## config.mk

```make
export PLATFORM = sky130hd
export DESIGN_NAME = csc_prerot
export DESIGN_NICKNAME = d
export VERILOG_FILES = /design/src/rtl/csc_pkg.sv /design/src/rtl/csc_prerot.sv
export SDC_FILE = /design/constraint.sdc
export NUM_CORES = 1
export LEC_CHECK = 0
export BUFFER_PORTS_ARGS = -buffer_cell sky130_fd_sc_hd__buf_2
export CELL_PAD_IN_SITES_DETAIL_PLACEMENT = 0
export CELL_PAD_IN_SITES_GLOBAL_PLACEMENT = 1
export CORE_MARGIN = 2
export CORE_UTILIZATION = 34
export CTS_CLUSTER_DIAMETER = 30
export DETAILED_ROUTE_END_ITERATION = 6
export GPL_TIMING_DRIVEN = 1
export PLACE_DENSITY = 0.85
export SYNTH_ARGS = -nofsm -noshare
export SYNTH_HDL_FRONTEND = slang
export SYNTH_SLANG_ARGS = --single-unit
```

## constraint.sdc

```tcl
create_clock -name aclk -period 2.8 [get_ports aclk]
set_input_delay 0.14 -clock aclk [delete_from_list [all_inputs] [get_ports aclk]]
set_output_delay 0.14 -clock aclk [all_outputs]
set_load 0.01 [all_outputs]
```

## src/rtl/csc_pkg.sv

```systemverilog
// ----------------------------------------------------------------------------
// csc_pkg
// Shared types, constants and the arctangent table for the CORDIC sine and
// cosine pipeline.
// ----------------------------------------------------------------------------
package csc_pkg;

    // number of rotation cells in the chain, 8 to 31
    localparam int ITERATIONS = 31;

    // angle and datapath word width
    localparam int WordWidth = 32;

    // shift amount width, enough for shifts up to 31
    localparam int ShiftWidth = 5;

    // quadrant boundaries, full circle is 2^32
    localparam logic [WordWidth-1:0] QuarterTurn   = 32'h3FFF_FFFF;
    localparam logic [WordWidth-1:0] ThreeQuarters = 32'hBFFF_FFFD;

    // starting x, the inverse cordic gain as a negative q31 word
    localparam logic [WordWidth-1:0] StartGain = 32'hB245_8939;

    // rotation vector carried from cell to cell
    typedef struct packed {
        logic [WordWidth-1:0] x;
        logic [WordWidth-1:0] y;
        logic [WordWidth-1:0] z;
    } csc_vec_t;

    // arctangent of 2^-i, full circle is 2^32
    function automatic logic [WordWidth-1:0] csc_atan(input logic [ShiftWidth-1:0] idx);
        logic [WordWidth-1:0] a;
        case (idx)
            5'd0:    a = 32'h1fffffff;
            5'd1:    a = 32'h12e4051d;
            5'd2:    a = 32'h09fb385b;
            5'd3:    a = 32'h051111d4;
            5'd4:    a = 32'h028b0d43;
            5'd5:    a = 32'h0145d7e1;
            5'd6:    a = 32'h00a2f61e;
            5'd7:    a = 32'h00517c55;
            5'd8:    a = 32'h0028be53;
            5'd9:    a = 32'h00145f2e;
            5'd10:   a = 32'h000a2f98;
            5'd11:   a = 32'h000517cc;
            5'd12:   a = 32'h00028be6;
            5'd13:   a = 32'h000145f3;
            5'd14:   a = 32'h0000a2f9;
            5'd15:   a = 32'h0000517c;
            5'd16:   a = 32'h000028be;
            5'd17:   a = 32'h0000145f;
            5'd18:   a = 32'h00000a2f;
            5'd19:   a = 32'h00000517;
            5'd20:   a = 32'h0000028b;
            5'd21:   a = 32'h00000145;
            5'd22:   a = 32'h000000a2;
            5'd23:   a = 32'h00000051;
            5'd24:   a = 32'h00000028;
            5'd25:   a = 32'h00000014;
            5'd26:   a = 32'h0000000a;
            5'd27:   a = 32'h00000005;
            5'd28:   a = 32'h00000002;
            5'd29:   a = 32'h00000001;
            default: a = 32'h00000000;
        endcase
        return a;
    endfunction

endpackage

```

## src/rtl/csc_prerot.sv

```systemverilog
// ----------------------------------------------------------------------------
// csc_prerot
// Quadrant setup stage: folds the phase into the range the rotation chain
// converges over and loads the starting vector.
// ----------------------------------------------------------------------------
module csc_prerot (
    input  logic                              aclk,
    input  logic                              aresetn,
    input  logic                              in_valid,
    output logic                              in_ready,
    input  logic [csc_pkg::WordWidth-1:0]     phase,
    output logic                              out_valid,
    input  logic                              out_ready,
    output csc_pkg::csc_vec_t                 out_vec
);

    logic              valid_reg;
    csc_pkg::csc_vec_t vec_reg;
    csc_pkg::csc_vec_t vec_next;

    // stage takes a transaction when empty or when its contents move on
    assign in_ready = !valid_reg || out_ready;

    // quadrant fold
    always_comb begin
        vec_next.y = '0;
        if (phase < csc_pkg::QuarterTurn) begin
            vec_next.x = '0 - csc_pkg::StartGain;
            vec_next.z = phase + csc_pkg::QuarterTurn;
        end else if (phase < csc_pkg::ThreeQuarters) begin
            vec_next.x = csc_pkg::StartGain;
            vec_next.z = phase - csc_pkg::QuarterTurn;
        end else begin
            vec_next.x = '0 - csc_pkg::StartGain;
            vec_next.z = phase - csc_pkg::ThreeQuarters;
        end
    end

    // occupancy flag
    always_ff @(posedge aclk) begin
        if (!aresetn) begin
            valid_reg <= 1'b0;
        end else if (in_ready) begin
            valid_reg <= in_valid;
        end
    end

    // payload register
    always_ff @(posedge aclk) begin
        if (in_ready && in_valid) begin
            vec_reg <= vec_next;
        end
    end

    assign out_valid = valid_reg;
    assign out_vec   = vec_reg;

endmodule

```

==> flow_summary.ini <==
[run_status]
status = completed

[cells_and_area]
final.fill_count = 846
num-nets-final = 423
num_antenna_cells = 0
stdcell_area_um2 = 3280
drive_above_1_share_pct = 32.1
multi_input_comb_area_um2 = 1410
regArea_um2 = 1040
fin_cells = 491
area_added_between_synthesis_and_finish_pct = 13.5

[worst_setup_path]
worst_path_max_delay_cell = or4_1
max_stage_delay_ps = 740
cp.arrival_ps = 2310
cp_max_fo = 8
critPathLaunchType = input port
critPathCaptureType = flip-flop
ff2ff_setup_slack_ps = 1510
cp_data_required_time_ps = 2840
cp_cell_sequence = buf_2, nand3_2, or4_1, or4_4, a2111oi_2, a21boi_1, xnor2_1
crit_type = input port to flip-flop

[sta]
period_needed_ps = 2270
timing.final.hold_violations = 0
final-max-slew-violation-count = 0
finalClockSkew_ps = 4.32
rsz0062_at_grt = no
worst_slew_pin_slew_ps = 662
setup_viol_count_final = 0
setup_tns_ps = 0
max_clock_freq_mhz = 441
final.hold.worst_slack_ps = 95.6
period_share_pct = 81.0
max_slew_margin_pct = 55.6

[cts]
numCtsBuffers = 5
postCtsResizedCells = 0
clk_root_buffer_cell = clkbuf_8
hold_buffers = 0
clk_latency_ps = 290
cts_tree = built
worst_setup_hold_path_clk_slew_ps = 70
cts_htree_levels = 2
post-cts-setup-buffers = 0
numClockSinks = 35
clock_tree_buf_depth = 2

[routing]
drt_iter0_markers = 139
routed-via-count = 2407
finalWirelength_um = 6670
wl_per_cell_um = 13.6
drt-pass1-iter-count = 4
final_antenna_net_count = 0
drc = 0
via_per_inst = 4.90

[power]
p_leak_nw = 1.40
power_density_nw_per_um2 = 422
irDropWorstVdd_mv = 0.229
post-layout-total-power_mw = 1.38

[placed_design]
dp_hpwl_um = 5220
placed_cells_incl_taps = 483
dpl-instance-area_um2 = 3160
place_congestion = 0.901
port_buffers = 100

[global_routing]
first_global_vias = 2167
grt_util_all_layers_pct = 14.3
initial_antenna_violation_count = 0
grt_first_pass_wirelength_um = 10400
maximum_number_of_pins_on_one_net_before_global_route_repair = 35
grt_remaining_overflow = 0

[logic_synthesis]
cells_after_synth = 316
synth_area_leaders = edfxtp_1 35%, buf_4 16%, xnor2_1 4.5%
yosys.area.top_type = edfxtp_1
post_synth_num_cell_types = 52
fraction_of_post_synthesis_cell_area_in_the_top_cell_type_by_area_pct = 35.3
synth.yosys.warnings = 0
synth_flop_cell = edfxtp_1
mappedNetlistArea_um2 = 2890
synth-seq-cells = 35
synth-edff-count = 34
synth.yosys.seq_area_share_pct = 36.0
syn-mean-instance-area_um2 = 9.15
async_reset_ff_share_pct = 0

[floorplanning]
core_box_area_um2 = 8220
pin_count = 134
placement_rows = 33
initial_utilization_pct = 35.2
die_area_um2 = 9260
floorplan.die.height_um = 96.2
chipWidth_um = 96.2

[job]
cap_viol_max_count = 0

[hold_path]
holdCritPathClass = input port to flip-flop
-- worst max-delay path, delay by kind of cell --
kind | cells | cell delay (ps)
simple gates | 3 | 1440
buf+inv | 1 | 150
compound gates | 2 | 440
xor+xnor | 1 | 130
-- state kept, by name, summed over array words and instances, names as in the netlist --
| signal | count |
|---|---|
| out_valid | 1 |
| out_vec | 34 |
-- Yosys cell counts, types with 2 or more instances --
master	count
or3_1	3
nand4_1	4
edfxtp_1	34
nand2b_1	5
conb_1	2
clkbuf_1	9
xnor2_1	15
nor2_1	20
xor2_1	15
inv_1	9
a32oi_1	4
o31ai_1	5
and3_1	11
o31ai_4	2
and2_1	4
and3b_1	3
nor4_1	8
o32ai_1	2
nor3_1	14
ha_1	2
and4_1	3
nand3_1	8
nand3_2	2
buf_2	2
or2_2	2
buf_4	63
o21ai_0	6
a31oi_1	5
nand2_1	22
or4_1	4
a21oi_1	7
-- final cells by class --
class | count | area share [%]
Multi-Input combinational cell | 228 | 43.0
Clock inverter | 2 | 1.07
Clock buffer | 6 | 2.52
Tap cell | 105 | 4.00
Sequential cell | 35 | 31.7
Inverter | 9 | 1.03
Timing Repair Buffer | 106 | 16.6
-- where the power goes --
| part | switching (mW) | internal [mW] |
|---|---|---|
| Combinational | 0.177 | 0.0998 |
| Clock | 0.191 | 0.288 |
| Sequential | 0.0121 | 0.616 |
-- stage by stage --
| step | util (%) | setup slack (ps) |
|---|---|---|
| after detailed placement | 38.5 | 236 |
| after CTS | 39.9 | 538 |
| after global routing | 39.9 | 344 |
| final | 39.9 | 532 |
| after floorplan | - | 471 |
| after global placement | 38.5 | 286 |
-- logic make-up after synthesis --
family	after synthesis	synth area share [%]
AO/OA/AOI/OAI	44	11.9
XOR/XNOR	30	9.08
adder cells (fa/ha/maj)	3	1.21
buffers and inverters	84	19.2
flip-flops	35	36.0
other	2	0.260
AND/OR/NAND/NOR	118	22.3
-- final timing paths --
path / from / end / cells after the start
worst max register to register: out_valid / out_vec[2] / 3
worst min-delay path: aresetn / out_valid / 2
worst min register to register: out_valid / out_valid / 2
worst max-delay path: phase[15] / out_vec[18] / 7
-- cell usage in the layout, fill, tap and decap left out, types with 7 or more instances in the layout --
master and instances:
nor4_1 8, nand2_1 22, a21oi_1 7, nor3_1 14
xor2_1 15, and3_1 11, edfxtp_1 34, conb_1 33
xnor2_1 15, buf_2 100, nor2_1 20, nand3_1 8
inv_1 9
-- metal layers --
layer	up-vias	global-route usage, %	wire length (um)
met1	1123	17.2	2760
met2	97	25.2	3300
met5	-	0	0
met3	8	3.29	529
met4	0	4.05	73
li1	1179	-	-
Note: power is estimated with default switching activity, not from simulation.
