--- src/rtl/csc_pkg.sv ---
// ----------------------------------------------------------------------------
// csc_pkg
// Shared types, constants and the arctangent table for the CORDIC sine and
// cosine pipeline.
// ----------------------------------------------------------------------------
package csc_pkg;

    // number of rotation cells in the chain, 8 to 31
    localparam int ITERATIONS = 31;

    // angle and datapath word width
    localparam int WordWidth = 32;

    // shift amount width, enough for shifts up to 31
    localparam int ShiftWidth = 5;

    // quadrant boundaries, full circle is 2^32
    localparam logic [WordWidth-1:0] QuarterTurn   = 32'h3FFF_FFFF;
    localparam logic [WordWidth-1:0] ThreeQuarters = 32'hBFFF_FFFD;

    // starting x, the inverse cordic gain as a negative q31 word
    localparam logic [WordWidth-1:0] StartGain = 32'hB245_8939;

    // rotation vector carried from cell to cell
    typedef struct packed {
        logic [WordWidth-1:0] x;
        logic [WordWidth-1:0] y;
        logic [WordWidth-1:0] z;
    } csc_vec_t;

    // arctangent of 2^-i, full circle is 2^32
    function automatic logic [WordWidth-1:0] csc_atan(input logic [ShiftWidth-1:0] idx);
        logic [WordWidth-1:0] a;
        case (idx)
            5'd0:    a = 32'h1fffffff;
            5'd1:    a = 32'h12e4051d;
            5'd2:    a = 32'h09fb385b;
            5'd3:    a = 32'h051111d4;
            5'd4:    a = 32'h028b0d43;
            5'd5:    a = 32'h0145d7e1;
            5'd6:    a = 32'h00a2f61e;
            5'd7:    a = 32'h00517c55;
            5'd8:    a = 32'h0028be53;
            5'd9:    a = 32'h00145f2e;
            5'd10:   a = 32'h000a2f98;
            5'd11:   a = 32'h000517cc;
            5'd12:   a = 32'h00028be6;
            5'd13:   a = 32'h000145f3;
            5'd14:   a = 32'h0000a2f9;
            5'd15:   a = 32'h0000517c;
            5'd16:   a = 32'h000028be;
            5'd17:   a = 32'h0000145f;
            5'd18:   a = 32'h00000a2f;
            5'd19:   a = 32'h00000517;
            5'd20:   a = 32'h0000028b;
            5'd21:   a = 32'h00000145;
            5'd22:   a = 32'h000000a2;
            5'd23:   a = 32'h00000051;
            5'd24:   a = 32'h00000028;
            5'd25:   a = 32'h00000014;
            5'd26:   a = 32'h0000000a;
            5'd27:   a = 32'h00000005;
            5'd28:   a = 32'h00000002;
            5'd29:   a = 32'h00000001;
            default: a = 32'h00000000;
        endcase
        return a;
    endfunction

endpackage

--- src/rtl/csc_cell.sv ---
// ----------------------------------------------------------------------------
// csc_cell
// One cordic rotation in rotation mode, registered, with its own occupancy
// flag so bubbles in the chain close up under back-pressure.
// ----------------------------------------------------------------------------
module csc_cell (
    input  logic                              aclk,
    input  logic                              aresetn,
    input  logic [csc_pkg::ShiftWidth-1:0]    shift_amt,
    input  logic [csc_pkg::WordWidth-1:0]     angle,
    input  logic                              in_valid,
    output logic                              in_ready,
    input  csc_pkg::csc_vec_t                 in_vec,
    output logic                              out_valid,
    input  logic                              out_ready,
    output csc_pkg::csc_vec_t                 out_vec
);

    logic              valid_reg;
    csc_pkg::csc_vec_t vec_reg;
    csc_pkg::csc_vec_t vec_next;
    logic [csc_pkg::WordWidth-1:0] xs;
    logic [csc_pkg::WordWidth-1:0] ys;

    assign in_ready = !valid_reg || out_ready;

    // arithmetic shifts of the old x and y
    assign xs = $unsigned($signed(in_vec.x) >>> shift_amt);
    assign ys = $unsigned($signed(in_vec.y) >>> shift_amt);

    // steer by z against a quarter turn, everything wraps
    always_comb begin
        if (in_vec.z >= csc_pkg::QuarterTurn) begin
            vec_next.x = in_vec.x - ys;
            vec_next.y = in_vec.y + xs;
            vec_next.z = in_vec.z - angle;
        end else begin
            vec_next.x = in_vec.x + ys;
            vec_next.y = in_vec.y - xs;
            vec_next.z = in_vec.z + angle;
        end
    end

    // occupancy flag
    always_ff @(posedge aclk) begin
        if (!aresetn) begin
            valid_reg <= 1'b0;
        end else if (in_ready) begin
            valid_reg <= in_valid;
        end
    end

    // payload register
    always_ff @(posedge aclk) begin
        if (in_ready && in_valid) begin
            vec_reg <= vec_next;
        end
    end

    assign out_valid = valid_reg;
    assign out_vec   = vec_reg;

endmodule

--- config.mk ---
export PLATFORM = sky130hd
export DESIGN_NAME = csc_cell
export DESIGN_NICKNAME = d
export VERILOG_FILES = /design/src/rtl/csc_pkg.sv /design/src/rtl/csc_cell.sv
export SDC_FILE = /design/constraint.sdc
export NUM_CORES = 1
export LEC_CHECK = 0
export BUFFER_PORTS_ARGS = -buffer_cell sky130_fd_sc_hd__buf_2
export CAP_MARGIN = 20
export CORE_ASPECT_RATIO = 1.25
export CORE_MARGIN = 2
export CORE_UTILIZATION = 45
export CTS_CLUSTER_SIZE = 14
export DETAILED_ROUTE_END_ITERATION = 6
export PLACE_DENSITY = 0.66
export SYNTH_ARGS = -nofsm -noshare
export SYNTH_HDL_FRONTEND = slang
export SYNTH_SLANG_ARGS = --single-unit
export TNS_END_PERCENT = 10
--- constraint.sdc ---
create_clock -name aclk -period 8.9 [get_ports aclk]
set_clock_uncertainty 0.15 [all_clocks]
set_input_delay 0.445 -clock aclk [delete_from_list [all_inputs] [get_ports aclk]]
set_output_delay 0.445 -clock aclk [all_outputs]
set_load 0.02 [all_outputs]
==> results.sh <==
export IMPL_status="finished, violations left"
export IMPL_failed_checks="DRC"
export IMPL_yosysUniqueCellTypes=79
export IMPL_dp_hpwl_um=38030
export IMPL_maxSlewHeadroom=0.2781
export IMPL_io_buffers=234
export IMPL_numCtsBuffers=9
export IMPL_placed_area_mm2=0.01536
export IMPL_ant_nets=0
export IMPL_p_switching_mw=1.058
export IMPL_ys_flop_type="edfxtp_1"
export IMPL_cts_tree="built"
export IMPL_num_antenna_cells=0
export IMPL_cts_sinks=97
export IMPL_synth_area_top_cells="edfxtp_1 (21%), mux4_2 (12%), ha_1 (9.3%)"
export IMPL_die_height_um=200.5
export IMPL_synth_edf_count=96
export IMPL_io_pins=235
export IMPL_grt_pass1_wl_um=74530
export IMPL_start_util=0.4587
export IMPL_top_layer_used="met4"
export IMPL_pwr_share_clk=0.178
export IMPL_fin_area_mm2=0.01569
export IMPL_grt_pass1_vias=13089
export IMPL_syn_area_mm2=0.01389
export IMPL_yosys_area_top_type="edfxtp_1"
export IMPL_drt_pass1_iterations=7
export IMPL_wire_per_inst_um=22.53
export IMPL_post_cts_setup_buffer_count=0
export IMPL_crit_path_end_kind="flop"
export IMPL_core_mm2=0.03029
export IMPL_drtIter0Drc=1132
export IMPL_clockBufferDepth=2
export IMPL_clkTransAtPathRegs_ns=0.07
export IMPL_seq_area_frac_synth=0.2089
export IMPL_rsz0062_at_grt="no"
export IMPL_worstMarginPinSlew_ns=1.082
export IMPL_antenna_found_initial=0
export IMPL_powerDensity_mw_per_mm2=160.2
export IMPL_worst_hold_path_type="primary input to flop"
export IMPL_insertion_delay_ns=0.38
export IMPL_p_leak_nw=6.483
export IMPL_setup_viol=0
export IMPL_vias_per_cell=6.271
export IMPL_crit_fanout=59
export IMPL_synth_seq_cells=97
export IMPL_die_w_um=161.2
export IMPL_vias=13477
export IMPL_grt_ovfl_total=0
export IMPL_crit_required_ns=8.88
export IMPL_grt_max_degree=61
export IMPL_p_seq_frac=0.268
export IMPL_cts_hold_repair_buffers=0
export IMPL_grt_util_all_layers=0.2941
export IMPL_yosys_warnings=0
export IMPL_met1_length_um=19540
export IMPL_combinationalPowerShare=0.553
export IMPL_maxSlewViolCount=0
export IMPL_drc=3
export IMPL_wl_met3_um=3194
export IMPL_fp_dieArea_mm2=0.03231
export IMPL_swShare=0.4208
export IMPL_hold_violations=0
export IMPL_areaGrowthSynthToFinish_pct=12.94
export IMPL_cts_resized=0
export IMPL_drv_cap=0
export IMPL_synth_net_count=1798
export IMPL_htree_levels=3
export IMPL_tns_ns=0
export IMPL_total_power_mw=2.513
export IMPL_globalplace_congestion=1.010
export IMPL_avgSynthCellArea_um2=8.935
export IMPL_rows=71
export IMPL_fin_crit_sh=0.7596
export IMPL_synth_most_common_cell="a21oi_1"
export IMPL_synth_top_area_frac=0.2075
export IMPL_met2_wirelength_um=23620
export IMPL_wirelength_um=48420
export IMPL_fmax_mhz=147.9
export IMPL_drive_above_1_share=0.2214
export IMPL_cp_start_kind="primary input"
export IMPL_ir_drop_mv=0.08989
export IMPL_synth_cells=1555
export IMPL_critPathKind="primary input to flop"
export IMPL_cts_root_buffer="clkbuf_16"
export IMPL_period_minus_slack_ns=6.760
export IMPL_cp_arrival_ns=6.74
export IMPL_internal_power_mw=1.456
export IMPL_fin_nets=1986
export IMPL_synthTopCellsByCount="a21oi_1 (141), nand2_1 (125), nor2_1 (124)"
export IMPL_synthArstFlopShare=0
## sequential cells by signal, summed over array words and instances, names as in the netlist
register / count
out_vec: 96
out_valid: 1
## per-layer routing
metal	global-route usage	up-vias
met1	0.3658	6432
met4	0.1320	0
met2	0.5066	609
li1	-	6316
met3	0.04008	120
met5	0	-
## per-stage QoR
stage | instances | setup WS, ns | hold WS, ns | utilization
finish | 2149 | 2.140 | 0.1650 | 0.5180
global route | 2149 | 1.704 | 0.1562 | 0.5180
CTS | 2149 | 2.230 | 0.1508 | 0.5180
floorplan | 1555 | 2.900 | 0.4338 | -
global placement | 2133 | 1.918 | 0.3691 | 0.5072
detailed placement | 2133 | 1.835 | 0.3800 | 0.5072
## power groups by stage
stage,Combinational (mW),Clock (mW),Sequential [mW]
after floorplan,0.861,0,0.815
after global placement,1.36,0,0.685
after detailed placement,1.37,0,0.686
after CTS,1.38,0.460,0.676
after global routing,1.51,0.475,0.684
final,1.39,0.448,0.675
## placed cells by master, fill, tap and decap left out, drive strengths merged, types with 19 or more instances in the layout
cell type / count
nor3: 22
a31oi: 26
nor2: 124
nand2b: 24
o21ai: 101
xnor2: 102
a21oi: 141
nand2: 125
xor2: 63
buf: 251
ha: 103
edfxtp: 96
a211oi: 22
o22ai: 19
mux2i: 46
mux4: 77
a21o: 39
nand3: 28
inv: 56
o21a: 27
## critical path, cell delays in order
cell	delay (ns)
buf_4	0.61
buf_4	0.52
mux4_2	0.59
and2_1	0.21
nor2_1	0.15
o211ai_1	0.27
inv_1	0.13
ha_1	0.16
inv_1	0.04
or3_1	0.46
nor4_1	0.59
nand3_1	0.20
nor2_1	0.35
a21oi_1	0.13
xnor2_1	0.17
ha_1	0.36
a21o_1	0.21
a21oi_1	0.18
nor3b_1	0.22
o211ai_1	0.18
a31o_2	0.27
a21oi_1	0.17
xnor2_1	0.09
## final cells by class
class                           instances  area (µm²)
Inverter                               55       206.4
Multi-Input combinational cell       1329       10450
Clock inverter                          6       88.84
Tap cell                              401       501.7
Fill cell                            2924       14600
Sequential cell                        97        2903
Timing Repair Buffer                  251        1304
Clock buffer                           10       239.0
## kinds of logic after synthesis
family,count (synthesis),share of synthesized area
flops,97,0.2089
buf+inv,129,0.04052
simple gates,419,0.1451
xor+xnor,165,0.1040
fa+ha+maj,106,0.09707
mux,140,0.1720
compound gates,499,0.2324
## path summary, 6_finish.rpt
check                                            start                     end  slack [ns]  cells after the start
worst min-delay path                           aresetn  out_valid$_SDFFE_PN0N_        0.16                      2
worst max-delay path                      shift_amt[1]   out_vec[93]$_DFFE_PP_        2.14                     23
worst min register to register  out_valid$_SDFFE_PN0N_  out_valid$_SDFFE_PN0N_        0.39                      2
worst max register to register  out_valid$_SDFFE_PN0N_   out_vec[63]$_DFFE_PP_        6.69                      3
(Power assumes the default switching activity.)
